$ cat src/rtl/core/window_roulette_sampler_macros.svh
// ----------------------------------------------------------------------------
// window_roulette_sampler assertion macros
// Clocked, reset-gated property wrappers used by the sampler top level.
// ----------------------------------------------------------------------------
`ifndef WINDOW_ROULETTE_SAMPLER_MACROS_SVH
`define WINDOW_ROULETTE_SAMPLER_MACROS_SVH

// same-cycle implication
`define WRS_ASSERT_IMPL(label, clk, rst, ante, cons) \
  label: assert property (@(posedge clk) disable iff (rst) (ante) |-> (cons)) \
    else $error("sampler assertion failed");

// next-cycle implication
`define WRS_ASSERT_NEXT(label, clk, rst, ante, cons) \
  label: assert property (@(posedge clk) disable iff (rst) (ante) |=> (cons)) \
    else $error("sampler assertion failed");

`endif

$ cat src/rtl/core/wrs_pkg.sv
// ----------------------------------------------------------------------------
// wrs_pkg
// Shared types and constants of the window roulette sampler.
// ----------------------------------------------------------------------------
`default_nettype none

package wrs_pkg;

  localparam int FRAC_BITS     = 16;
  localparam int FRAC_CNT_BITS = 4;
  localparam int COORD_BITS    = 4;
  localparam int PADDR_BITS    = 4;
  localparam int PDATA_BITS    = 32;

  typedef enum logic {
    OP_WRITE  = 1'b0,
    OP_SAMPLE = 1'b1
  } op_t;

  typedef enum logic [1:0] {
    REG_X_LOW  = 2'd0,
    REG_X_HIGH = 2'd1,
    REG_Y_LOW  = 2'd2,
    REG_Y_HIGH = 2'd3
  } reg_idx_t;

  typedef enum logic [2:0] {
    ST_CLEAR,
    ST_IDLE,
    ST_SUM,
    ST_MUL,
    ST_ROWS,
    ST_COLS,
    ST_DONE
  } state_t;

  typedef struct packed {
    op_t                   op;
    logic [COORD_BITS-1:0] cell_x;
    logic [COORD_BITS-1:0] cell_y;
    logic [15:0]           weight;
    logic [FRAC_BITS-1:0]  random_fraction;
  } req_item_t;

  typedef struct packed {
    logic [COORD_BITS-1:0] pick_x;
    logic [COORD_BITS-1:0] pick_y;
  } rsp_item_t;

  typedef struct packed {
    logic ready;
    logic done;
  } eng_status_t;

endpackage

`default_nettype wire

$ cat src/rtl/core/wrs_grid.sv
// ----------------------------------------------------------------------------
// wrs_grid
// Weight store: one write port, one read port with registered read data.
// ----------------------------------------------------------------------------
`default_nettype none

module wrs_grid #(
  parameter int AW = 8,
  parameter int WB = 16
) (
  input  wire logic          clk,
  input  wire logic          we,
  input  wire logic [AW-1:0] waddr,
  input  wire logic [WB-1:0] wdata,
  input  wire logic [AW-1:0] raddr,
  output logic      [WB-1:0] rdata
);

  logic [WB-1:0] mem [2**AW];

  always_ff @(posedge clk) begin
    if (we) begin
      mem[waddr] <= wdata;
    end
  end

  always_ff @(posedge clk) begin
    rdata <= mem[raddr];
  end

endmodule

`default_nettype wire

$ cat src/rtl/core/wrs_engine.sv
// ----------------------------------------------------------------------------
// wrs_engine
// Sequencer around one shared adder: window total, target multiply,
// row search and column search, plus the clearing sweep after reset.
// ----------------------------------------------------------------------------
`default_nettype none

module wrs_engine #(
  parameter int GRID_WIDTH  = 16,
  parameter int GRID_HEIGHT = 16,
  parameter int WEIGHT_BITS = 16,
  parameter int XW          = 4,
  parameter int YW          = 4
) (
  input  wire logic                 clk,
  input  wire logic                 rst,
  input  wire wrs_pkg::req_item_t   req,
  input  wire logic                 req_accept,
  input  wire logic [XW-1:0]        x0,
  input  wire logic [XW-1:0]        x1,
  input  wire logic [YW-1:0]        y0,
  input  wire logic [YW-1:0]        y1,
  input  wire logic                 res_take,
  output wrs_pkg::eng_status_t      status,
  output wrs_pkg::rsp_item_t        res
);

  import wrs_pkg::*;

  localparam int AW = XW + YW;
  localparam int TW = WEIGHT_BITS + XW + YW;
  localparam int PW = TW + FRAC_BITS;

  state_t state, state_next;

  logic [AW-1:0]            clr_addr;
  logic [PW-1:0]            acc;
  logic [TW-1:0]            total;
  logic [TW-1:0]            target;
  logic [TW-1:0]            row_base;
  logic [FRAC_BITS-1:0]     frac;
  logic [FRAC_CNT_BITS-1:0] cnt;
  logic [XW-1:0]            sx;
  logic [YW-1:0]            sy;
  logic                     iss;
  logic                     rd_vld;
  logic                     rd_eol;
  logic                     rd_last;
  logic [XW-1:0]            rd_x;
  logic [YW-1:0]            rd_y;
  logic [XW-1:0]            pick_x;
  logic [YW-1:0]            pick_y;

  logic                     we;
  logic [AW-1:0]            waddr;
  logic [WEIGHT_BITS-1:0]   wdata;
  logic [WEIGHT_BITS-1:0]   rdata;
  logic                     wr_hit;

  logic [PW-1:0]            add_a;
  logic [PW-1:0]            add_b;
  logic [PW-1:0]            sum;
  logic                     hit;
  logic                     iss_last;
  logic                     mul_last;

  wrs_grid #(
    .AW (AW),
    .WB (WEIGHT_BITS)
  ) u_grid (
    .clk   (clk),
    .we    (we),
    .waddr (waddr),
    .wdata (wdata),
    .raddr ({sy, sx}),
    .rdata (rdata)
  );

  // shared adder: accumulate weights, or shift-and-add the target product
  always_comb begin
    if (state == ST_MUL) begin
      add_a = {acc[PW-2:0], 1'b0};
      add_b = frac[FRAC_BITS-1] ? PW'(total) : '0;
    end else begin
      add_a = acc;
      add_b = PW'(rdata);
    end
    sum      = add_a + add_b;
    hit      = (sum >= PW'(target));
    iss_last = (sx == x1) && ((state == ST_COLS) || (sy == y1));
    mul_last = (cnt == FRAC_CNT_BITS'(FRAC_BITS - 1));
  end

  // write port: clearing sweep, else accepted write items inside the grid
  always_comb begin
    wr_hit = req_accept && (req.op == OP_WRITE) &&
             (32'(req.cell_x) < GRID_WIDTH) && (32'(req.cell_y) < GRID_HEIGHT);
    if (state == ST_CLEAR) begin
      we    = 1'b1;
      waddr = clr_addr;
      wdata = '0;
    end else begin
      we    = wr_hit;
      waddr = {YW'(req.cell_y), XW'(req.cell_x)};
      wdata = WEIGHT_BITS'(req.weight);
    end
  end

  always_ff @(posedge clk) begin
    if (rst) begin
      state <= ST_CLEAR;
    end else begin
      state <= state_next;
    end
  end

  always_comb begin
    state_next = state;
    unique case (state)
      ST_CLEAR: begin
        if (clr_addr == '1) begin
          state_next = ST_IDLE;
        end
      end
      ST_IDLE: begin
        if (req_accept && (req.op == OP_SAMPLE)) begin
          state_next = ST_SUM;
        end
      end
      ST_SUM: begin
        if (rd_vld && rd_last) begin
          state_next = (sum == '0) ? ST_DONE : ST_MUL;
        end
      end
      ST_MUL: begin
        if (mul_last) begin
          state_next = ST_ROWS;
        end
      end
      ST_ROWS: begin
        if (rd_vld && rd_eol && (hit || rd_last)) begin
          state_next = ST_COLS;
        end
      end
      ST_COLS: begin
        if (rd_vld && (hit || rd_last)) begin
          state_next = ST_DONE;
        end
      end
      ST_DONE: begin
        if (res_take) begin
          state_next = ST_IDLE;
        end
      end
      default: state_next = ST_IDLE;
    endcase
  end

  always_comb begin
    status.ready = (state == ST_IDLE);
    status.done  = (state == ST_DONE);
    res.pick_x   = COORD_BITS'(pick_x);
    res.pick_y   = COORD_BITS'(pick_y);
  end

  always_ff @(posedge clk) begin
    if (rst) begin
      clr_addr <= '0;
      iss      <= 1'b0;
      rd_vld   <= 1'b0;
    end else begin
      if (state == ST_CLEAR) begin
        clr_addr <= clr_addr + AW'(1);
      end

      // read pipeline: data for the address issued now arrives next cycle
      rd_vld  <= iss;
      rd_eol  <= (sx == x1);
      rd_last <= iss_last;
      rd_x    <= sx;
      rd_y    <= sy;

      // advance the scan address
      if (iss) begin
        if (sx == x1) begin
          sx <= x0;
          if (iss_last) begin
            iss <= 1'b0;
          end else begin
            sy <= sy + YW'(1);
          end
        end else begin
          sx <= sx + XW'(1);
        end
      end

      case (state)
        ST_IDLE: begin
          if (req_accept && (req.op == OP_SAMPLE)) begin
            frac   <= req.random_fraction;
            acc    <= '0;
            sx     <= x0;
            sy     <= y0;
            iss    <= 1'b1;
            rd_vld <= 1'b0;
          end
        end
        ST_SUM: begin
          if (rd_vld) begin
            acc <= sum;
            if (rd_last) begin
              total  <= TW'(sum);
              pick_x <= x0;
              pick_y <= y0;
              acc    <= '0;
              cnt    <= '0;
              iss    <= 1'b0;
              rd_vld <= 1'b0;
            end
          end
        end
        ST_MUL: begin
          acc  <= sum;
          frac <= {frac[FRAC_BITS-2:0], 1'b0};
          cnt  <= cnt + FRAC_CNT_BITS'(1);
          if (mul_last) begin
            target   <= sum[PW-1:FRAC_BITS];
            acc      <= '0;
            row_base <= '0;
            sx       <= x0;
            sy       <= y0;
            iss      <= 1'b1;
            rd_vld   <= 1'b0;
          end
        end
        ST_ROWS: begin
          if (rd_vld) begin
            acc <= sum;
            if (rd_eol) begin
              if (hit || rd_last) begin
                // rescan the chosen row from its starting running total
                pick_y <= hit ? rd_y : y1;
                acc    <= hit ? PW'(row_base) : '0;
                sx     <= x0;
                sy     <= hit ? rd_y : y1;
                iss    <= 1'b1;
                rd_vld <= 1'b0;
              end else begin
                row_base <= TW'(sum);
              end
            end
          end
        end
        ST_COLS: begin
          if (rd_vld) begin
            acc <= sum;
            if (hit || rd_last) begin
              pick_x <= hit ? rd_x : x1;
              iss    <= 1'b0;
              rd_vld <= 1'b0;
            end
          end
        end
        default: begin
        end
      endcase
    end
  end

endmodule

`default_nettype wire

$ cat src/rtl/core/window_roulette_sampler.sv
// ----------------------------------------------------------------------------
// window_roulette_sampler
// Weighted random cell pick over a rectangular window of a weight grid.
// ----------------------------------------------------------------------------
// Request channel (req_valid / req_stall / req): a write item stores one
// cell weight and gives no result; a sample item returns one pick on the
// response channel (rsp_valid / rsp_stall / rsp). Window bounds are set over
// the APB-style port; the user must write them only while the block is idle,
// which the block itself does not enforce. A write item keeps req_stall low.
// A sample item occupies the shared adder for a window total pass, 16
// shift-and-add steps for the target, a row pass and a column pass, plus
// the done state that hands the pick to the output register. A zero window
// total skips the multiply and searches. The grid's single read port sets
// the pass lengths: one weight per cycle.
// After reset the grid is swept to zero, one entry per cycle, over all
// 2**(clog2(GRID_WIDTH)+clog2(GRID_HEIGHT)) entries (256 at the defaults);
// req_stall is high meanwhile, configuration writes are taken.
// A stalled response holds in the output register; the next item is still
// accepted, and its pick waits in the engine until the register frees up.
// ----------------------------------------------------------------------------
`default_nettype none
`include "window_roulette_sampler_macros.svh"

module window_roulette_sampler #(
  parameter int GRID_WIDTH  = 16,
  parameter int GRID_HEIGHT = 16,
  parameter int WEIGHT_BITS = 16
) (
  input  wire logic                            clk,
  input  wire logic                            rst,
  input  wire logic                            req_valid,
  output logic                                 req_stall,
  input  wire wrs_pkg::req_item_t              req,
  output logic                                 rsp_valid,
  input  wire logic                            rsp_stall,
  output wrs_pkg::rsp_item_t                   rsp,
  input  wire logic                            psel,
  input  wire logic                            penable,
  input  wire logic                            pwrite,
  input  wire logic [wrs_pkg::PADDR_BITS-1:0]  paddr,
  input  wire logic [wrs_pkg::PDATA_BITS-1:0]  pwdata,
  output logic      [wrs_pkg::PDATA_BITS-1:0]  prdata,
  output logic                                 pready
);

  import wrs_pkg::*;

  localparam int XW = $clog2(GRID_WIDTH);
  localparam int YW = $clog2(GRID_HEIGHT);

  logic [COORD_BITS-1:0] window_x_low;
  logic [COORD_BITS-1:0] window_x_high;
  logic [COORD_BITS-1:0] window_y_low;
  logic [COORD_BITS-1:0] window_y_high;

  logic [XW-1:0] x0, x1, xh;
  logic [YW-1:0] y0, y1, yh;

  reg_idx_t      reg_idx;
  logic          cfg_wr;
  logic          req_accept;
  logic          res_take;
  eng_status_t   status;
  rsp_item_t     res;

  // configuration port
  assign pready  = 1'b1;
  assign cfg_wr  = psel && penable && pwrite && pready;
  assign reg_idx = reg_idx_t'(paddr[3:2]);

  always_ff @(posedge clk) begin
    if (rst) begin
      window_x_low  <= COORD_BITS'(0);
      window_x_high <= COORD_BITS'(15);
      window_y_low  <= COORD_BITS'(0);
      window_y_high <= COORD_BITS'(15);
    end else if (cfg_wr) begin
      unique case (reg_idx)
        REG_X_LOW:  window_x_low  <= pwdata[COORD_BITS-1:0];
        REG_X_HIGH: window_x_high <= pwdata[COORD_BITS-1:0];
        REG_Y_LOW:  window_y_low  <= pwdata[COORD_BITS-1:0];
        REG_Y_HIGH: window_y_high <= pwdata[COORD_BITS-1:0];
        default: begin
        end
      endcase
    end
  end

  always_comb begin
    unique case (reg_idx)
      REG_X_LOW:  prdata = PDATA_BITS'(window_x_low);
      REG_X_HIGH: prdata = PDATA_BITS'(window_x_high);
      REG_Y_LOW:  prdata = PDATA_BITS'(window_y_low);
      REG_Y_HIGH: prdata = PDATA_BITS'(window_y_high);
      default:    prdata = '0;
    endcase
  end

  // clamp bounds to the grid and raise a high bound that sits below low
  always_comb begin
    x0 = (32'(window_x_low)  >= GRID_WIDTH)  ? XW'(GRID_WIDTH - 1)  : XW'(window_x_low);
    xh = (32'(window_x_high) >= GRID_WIDTH)  ? XW'(GRID_WIDTH - 1)  : XW'(window_x_high);
    y0 = (32'(window_y_low)  >= GRID_HEIGHT) ? YW'(GRID_HEIGHT - 1) : YW'(window_y_low);
    yh = (32'(window_y_high) >= GRID_HEIGHT) ? YW'(GRID_HEIGHT - 1) : YW'(window_y_high);
    x1 = (xh < x0) ? x0 : xh;
    y1 = (yh < y0) ? y0 : yh;
  end

  assign req_stall  = !status.ready;
  assign req_accept = req_valid && !req_stall;
  assign res_take   = !rsp_valid || !rsp_stall;

  wrs_engine #(
    .GRID_WIDTH  (GRID_WIDTH),
    .GRID_HEIGHT (GRID_HEIGHT),
    .WEIGHT_BITS (WEIGHT_BITS),
    .XW          (XW),
    .YW          (YW)
  ) u_engine (
    .clk        (clk),
    .rst        (rst),
    .req        (req),
    .req_accept (req_accept),
    .x0         (x0),
    .x1         (x1),
    .y0         (y0),
    .y1         (y1),
    .res_take   (res_take),
    .status     (status),
    .res        (res)
  );

  // output register: load a finished pick when empty or draining
  always_ff @(posedge clk) begin
    if (rst) begin
      rsp_valid <= 1'b0;
    end else if (status.done && res_take) begin
      rsp_valid <= 1'b1;
    end else if (!rsp_stall) begin
      rsp_valid <= 1'b0;
    end
  end

  always_ff @(posedge clk) begin
    if (status.done && res_take) begin
      rsp <= res;
    end
  end

  `WRS_ASSERT_NEXT(a_pick_lands, clk, rst, status.done && !rsp_valid, rsp_valid)
  `WRS_ASSERT_NEXT(a_sample_busy, clk, rst, req_accept && (req.op == OP_SAMPLE), req_stall)
  `WRS_ASSERT_NEXT(a_write_free, clk, rst, req_accept && (req.op == OP_WRITE), !req_stall)
  `WRS_ASSERT_IMPL(a_no_done_idle, clk, rst, status.done, !status.ready)

endmodule

`default_nettype wire
$ cat config.mk
export PLATFORM = sky130hd
export DESIGN_NAME = window_roulette_sampler
export DESIGN_NICKNAME = d
export VERILOG_FILES = /design/src/rtl/core/wrs_pkg.sv /design/src/rtl/core/wrs_grid.sv /design/src/rtl/core/wrs_engine.sv /design/src/rtl/core/window_roulette_sampler.sv
export VERILOG_INCLUDE_DIRS = /design/src /design/src/rtl/core
export SDC_FILE = /design/constraint.sdc
export NUM_CORES = 2
export LEC_CHECK = 0
export CAP_MARGIN = 25
export CELL_PAD_IN_SITES_DETAIL_PLACEMENT = 1
export CELL_PAD_IN_SITES_GLOBAL_PLACEMENT = 1
export CORE_UTILIZATION = 51
export DETAILED_ROUTE_END_ITERATION = 10
export DONT_BUFFER_PORTS = 1
export PLACE_DENSITY = 0.82
export RECOVER_POWER = 100
export SLEW_MARGIN = 30
export SYNTH_ARGS = -nofsm -noshare
export SYNTH_HDL_FRONTEND = slang
export SYNTH_HIERARCHICAL = 1
export SYNTH_SLANG_ARGS = --single-unit
$ cat constraint.sdc
create_clock -name clk -period 8.85 [get_ports clk]
set_clock_uncertainty 0.05 [all_clocks]
set_input_delay 0 -clock clk [delete_from_list [all_inputs] [get_ports clk]]
set_output_delay 0 -clock clk [all_outputs]
set_load 0.01 [all_outputs]
### Yosys cells after proc, flatten, opt, wreduce, memory -nomap -nowiden

Memories as Yosys holds them, arrays and structs flattened. A register that Yosys moved wholly into a read port is not among the register bits.
Cells that the tools add are included.

| cells by class | value |
|---|---|
| $add $sub $neg | 5 |
| $lt $le $gt $ge | 3 |
| eq/ne operators | 29 |
| mux-type cells | 94 |
| bitwise operators | 2 |
| reduce and logical (&&, ||, !) cells | 39 |

Operator list:

| kind | count |
|---|---|
| 40-bit two-way mux | 10 |
| 40-bit one-hot mux with 5 select lines | 1 |
| 24-bit two-way mux | 6 |
| 32-bit one-hot mux with 4 select lines | 1 |
| 4-bit two-way mux | 30 |
| 24-bit one-hot mux with 2 select lines | 1 |
| 40-bit adder | 1 |
| 40-bit by 24-bit greater-or-equal comparator with 1-bit output | 1 |
| 40-bit zero test | 1 |
| 16-bit two-way mux | 2 |
| 16-bit one-hot mux with 2 select lines | 1 |
| 1-bit two-way mux | 25 |
| 3-bit two-way mux | 8 |
| 4-bit one-hot mux with 2 select lines | 3 |
| 4-bit one-hot mux with 3 select lines | 2 |
| 2-bit by 1-bit != test with 1-bit output, second input constant | 11 |
| 3-bit one-hot mux with 7 select lines | 1 |
| 6-bit AND reduction | 3 |
| 7-bit AND reduction | 2 |
| 4-bit by 1-bit adder with 4-bit output, second input constant | 3 |
| 1-bit logical AND | 11 |
| 2-bit != test, second input constant | 5 |
| 1-bit one-hot mux with 5 select lines | 2 |
| 2-bit nonzero test | 5 |
| 20 further kinds | 36 |

| word-level totals | value |
|---|---|
| register bits | 196 |
| RAM bits | 4096 |
| input port bits | 84 |
| logic and storage cells | 198 |
| memories kept | 1 |

Memory list:

| name | depth | width | rd ports | clocked after Yosys merged registers in | wr ports | RTL line | source |
|---|---|---|---|---|---|---|---|
| u_engine.u_grid.mem | 256 | 16 | 1 | 1 | 1 | wrs_grid.sv:19 | `logic [WB-1:0] mem [2**AW];` |

### Depth between registers and ports, before layout

| depth | value |
|---|---|
| word-level depth | 12 |
| depth in mapped cells | 30 |
| depth with buffers taken out | 24 |

### By module

Netlist, hierarchy kept.

Modules (own cells, without submodules):

| module | instances | cells an instance | area each (sq um) | seq. area each (sq um) |
|---|---|---|---|---|
| wrs_grid | 1 | 7360 | 158714.7 | 123318.3 |
| wrs_engine | 1 | 1177 | 11188.2 | 5004.8 |
| window_roulette_sampler | 1 | 152 | 1552.7 | 580.6 |

### Worst setup path before layout

OpenSTA, ideal clock, no wires.

| timing | value |
|---|---|
| path type | register to register |
| from | register u_engine.state[1] |
| to | memory u_engine.u_grid.mem[0][0] (data pin) |
| setup time | 1.446 ns |
| arrival time | 7.471 ns |
| required time | 7.354 ns |
| path slack | -0.117 ns |
| cell stages (with the launch flop) | 6 |
| path buffers | 3 |
| cell sequence | dfxtp_1 > clkbuf_1 > nor3_1 > clkbuf_1 > clkbuf_1 > nor2b_1 |

| between the ends | value |
|---|---|
| cells in the longest elaborated chain, start to end | 2 |

RTL lines:

| item | RTL line | source |
|---|---|---|
| start: declaration | wrs_engine.sv:34 | `state_t state, state_next;` |
| start signal: assignment | wrs_engine.sv:113 | `state <= state_next;` |
| 3-bit zero test | wrs_engine.sv:98 | `if (state == ST_CLEAR) begin` |
| 16-bit two-way mux | wrs_engine.sv:98 |  |
| named net u_engine.wdata[0] | wrs_engine.sv:56 | `logic [WEIGHT_BITS-1:0] wdata;` |
| end: declaration | wrs_grid.sv:19 |  |

The timed path passes the listed nets, and every way through them passes these cells.

==> impl_metrics.json <==
{
  "finalCritPeriodShare_pct": 98.7,
  "end_kind": "register",
  "dr.pass1.iters": 8,
  "synth_commonest_cells": "edfxtp_1, mux4_2, mux2i_1",
  "cts_inserted_buffers": 421,
  "gp_congestion": 0.907,
  "root_buffer": "clkbuf_16",
  "synth_fa_ha_area_share_pct": 0.435,
  "fp-row-count": 212,
  "final_hold_viol_count": 0,
  "portBuffers": 0,
  "min_period_ns": 8.73,
  "r2r_start": "u_engine/sy[0]$_DFFE_PN_",
  "grt_pass1_vias": 98300,
  "r2r-end": "u_engine/u_grid/rdata[13]$_DFF_P_",
  "yosys.area_share.simple_pct": 2.92,
  "grt-ovfl-total": 0,
  "synth_flop_cell": "edfxtp_1",
  "cts_tree": "done",
  "clock-sinks": 4308,
  "ir_worst_vdd_mv": 0.265,
  "ys_seq_elements": 4308,
  "grt_pass1_wl_um": 743000,
  "path_clk_slew_ns": 0.07,
  "synth_area_leaders": "edfxtp_1, mux4_2, mux2i_1",
  "drt-initial-drc-count": 14900,
  "crit_chain": "clkbuf_1 > inv_1 > buf_6 > o221ai_1 > o22ai_1 > o21ai_1 > nand3_1 > nor4_1 > clkbuf_1",
  "wl_met2_um": 253000,
  "yosys.area_share.xor_xnor_pct": 0.270,
  "hold_end": "window_x_high[1]$_SDFFE_PP1P_",
  "start_kind": "register",
  "switching_share_pct": 35.4,
  "clk_latency_ns": 1.00,
  "holdWs_ns": 0.0871,
  "drcViolationCount": 0,
  "die_w_um": 582,
  "num_io_pins": 127,
  "violations": "max-capacitance violations, max-slew violations",
  "antenna_found_initial": 36,
  "die_area_um2": 339000,
  "yosys-mux-area-fraction_pct": 14.7,
  "syn_inst": 8689,
  "vias": 95700,
  "pwr-share-comb_pct": 33.3,
  "worstMarginPinSlew_ns": 6.03,
  "met1Wirelength_um": 180000,
  "wl_per_cell_um": 38.4,
  "layout.nets": 9237,
  "ys_seq_area_share_pct": 75.2,
  "holdPathStages": 4,
  "fp.coreArea_um2": 334000,
  "routed_wl_um": 532000,
  "rsz0062_at_grt": "no",
  "synth_edf_count": 4262,
  "ys_types": 100,
  "cts_resized": 0,
  "setup_violations": 0,
  "vias_per_cell": 6.91,
  "power_frac_clock_pct": 27.6,
  "status": "finished, violations left",
  "maxCapViolCount": 121,
  "relSlewSlack_pct": -302,
  "nFillCells": 28600,
  "finish.utilization_pct": 57.3,
  "die_height_um": 582,
  "r2r_slack_ns": 0.12,
  "internal-power_mw": 43.0,
  "dpl.hpwl_um": 288000,
  "slowest_delay_ns": 2.55,
  "yosysWarnings": 6,
  "cp_slowest_cell": "inv_1",
  "dr_wl_met3_um": 66400,
  "reg2reg_depth": 9,
  "cp_max_fo": 91,
  "synth_compound_gate_area_share_pct": 4.43,
  "total_power_mw": 66.6,
  "switchingPower_mw": 23.6,
  "power_density_nw_per_um2": 348,
  "leakage_nw": 61.6,
  "min_path_type": "in -> reg",
  "start_util_pct": 51.3,
  "min_from": "psel",
  "arrival_ns": 9.54,
  "layout_setup_ws_ns": 0.117,
  "fmax_ghz": 0.115,
  "drive_gt1_share_pct": 18.2,
  "syn_area_um2": 171000,
  "fin_area_um2": 191000,
  "seq_power_share_pct": 39.1,
  "final-max-slew-violation-count": 4146,
  "post-place-ws_ns": 1.26,
  "path_class": "reg -> reg",
  "grt_max_degree": 236,
  "highest_layer": "met5",
  "placed_cell_area_um2": 178000,
  "h-tree-depth": 5,
  "syn_area_per_cell_um2": 19.7,
  "post-synth-top-area-fraction_pct": 74.6,
  "path_common_cell": "clkbuf_1",
  "final_antenna_net_count": 0,
  "syn_to_final_growth_pct": 11.6,
  "groute.usage.overall_pct": 30.8,
  "synth_area_leader_cell": "edfxtp_1",
  "clk_path_buf_depth": 4,
  "synth_top_family_by_area": "multiplexers",
  "yosysMostFrequentCell": "edfxtp_1",
  "worstPathRequired_ns": 9.66,
  "ys_async_sr_fraction_pct": 0
}
-- per-layer routing --
metal  up-vias  GRT usage (%)
met5         -              0
met1     49500           39.2
met2      7737           49.6
met3      1637           7.84
li1      36800              -
met4        38           15.0
-- repair_timing --
item,CTS,global route
hold endpoints to repair,2248,0
hold buffers,99,0
setup buffers,0,0
-- sequential cells by signal (all words and copies together) (netlist names), 8 cells and up --
name	flops
u_engine/u_grid/mem	4096
u_engine/acc	40
u_engine/row_base	24
u_engine/target	24
u_engine/total	24
u_engine/frac	16
u_engine/u_grid/rdata	16
rsp	8
u_engine/clr_addr	8
-- critical path: cells and delay by family, from the launching register on --
family          cells  cell delay (ns)
compound gates      3             1.29
buf+inv             4             5.67
flops               1             0.34
simple gates        2             0.94
-- cells by family after synthesis --
family / count (synthesis)
and+or+nand+nor: 1075
AOI/OAI and AO/OA: 1072
adders and majority gates: 59
xor gates and xnor gates: 52
muxes: 1507
other: 2
buffers and inverters: 614
DFF: 4308
-- worst max-delay path by stage --
| stage | from | endpoint | slack, ns |
|---|---|---|---|
| after floorplan | u_engine/state[1]$_SDFFE_PP0P_ | u_engine/u_grid/mem[0][0]$_DFFE_PP_ | -0.12 |
| after detailed placement | u_engine/state[1]$_SDFFE_PP0P_ | u_engine/pick_x[2]$_DFFE_PP_ | 1.26 |
| final | u_engine/sy[0]$_DFFE_PN_ | u_engine/u_grid/rdata[13]$_DFF_P_ | 0.12 |
| after global routing | u_engine/state[0]$_SDFFE_PP0P_ | u_engine/u_grid/mem[179][0]$_DFFE_PP_ | 0.30 |
| after global placement | u_engine/state[1]$_SDFFE_PP0P_ | u_engine/pick_x[0]$_DFFE_PP_ | 1.28 |
| after CTS | u_engine/state[1]$_SDFFE_PP0P_ | u_engine/row_base[5]$_SDFFCE_PN0P_ | 1.22 |
-- layout make-up --
class,instances,area [um2],area share [%]
Clock inverter,267,2770,1.45
Tap cell,4387,5490,2.87
Antenna cell,12,30.0,0.0157
Timing Repair Buffer,505,3360,1.75
Inverter,64,248,0.129
Sequential cell,4308,129000,67.4
Multi-Input combinational cell,3794,39500,20.6
Clock buffer,514,11100,5.78
-- cell usage in the layout, fill, tap and decap left out, types with 29 or more instances in the layout --
| cell | Yosys | final |
|---|---|---|
| a22o_1 | 48 | 48 |
| bufinv_16 | 0 | 48 |
| nand3_1 | 76 | 75 |
| ha_1 | 58 | 58 |
| conb_1 | 2 | 29 |
| inv_1 | 61 | 60 |
| nor2_1 | 371 | 354 |
| a22oi_1 | 44 | 46 |
| o21ai_0 | 96 | 106 |
| clkinv_1 | 1 | 104 |
| buf_4 | 59 | 76 |
| clkinv_2 | 0 | 73 |
| clkbuf_16 | 0 | 426 |
| o221ai_1 | 253 | 253 |
| a221oi_1 | 31 | 31 |
| a211oi_1 | 32 | 32 |
| dlygate4sd3_1 | 0 | 95 |
| dfxtp_1 | 46 | 46 |
| edfxtp_1 | 4262 | 4262 |
| mux2_2 | 110 | 105 |
| mux2i_1 | 596 | 596 |
| mux4_2 | 798 | 798 |
| nand2_1 | 279 | 276 |
| a21oi_1 | 239 | 240 |
| clkbuf_1 | 272 | 370 |
| nand4_1 | 44 | 45 |
| nor3_1 | 105 | 102 |
| o22ai_1 | 149 | 149 |
-- power groups by stage --
stage	registers, mW	logic (mW)	clock network, mW
floorplan	26.8	12.9	0
global placement	26.0	19.7	0
detailed placement	26.1	20.8	0
CTS	25.7	21.4	18.5
global route	26.0	22.4	19.0
finish	26.0	22.2	18.4
-- through the flow --
step	instances	setup TNS [ns]
after floorplan	8716	-469.00
after global placement	12900	0
after detailed placement	12900	0
after CTS	13800	0
after global routing	13800	0
final	13900	0
No activity file was read; power rests on OpenSTA's default activity.
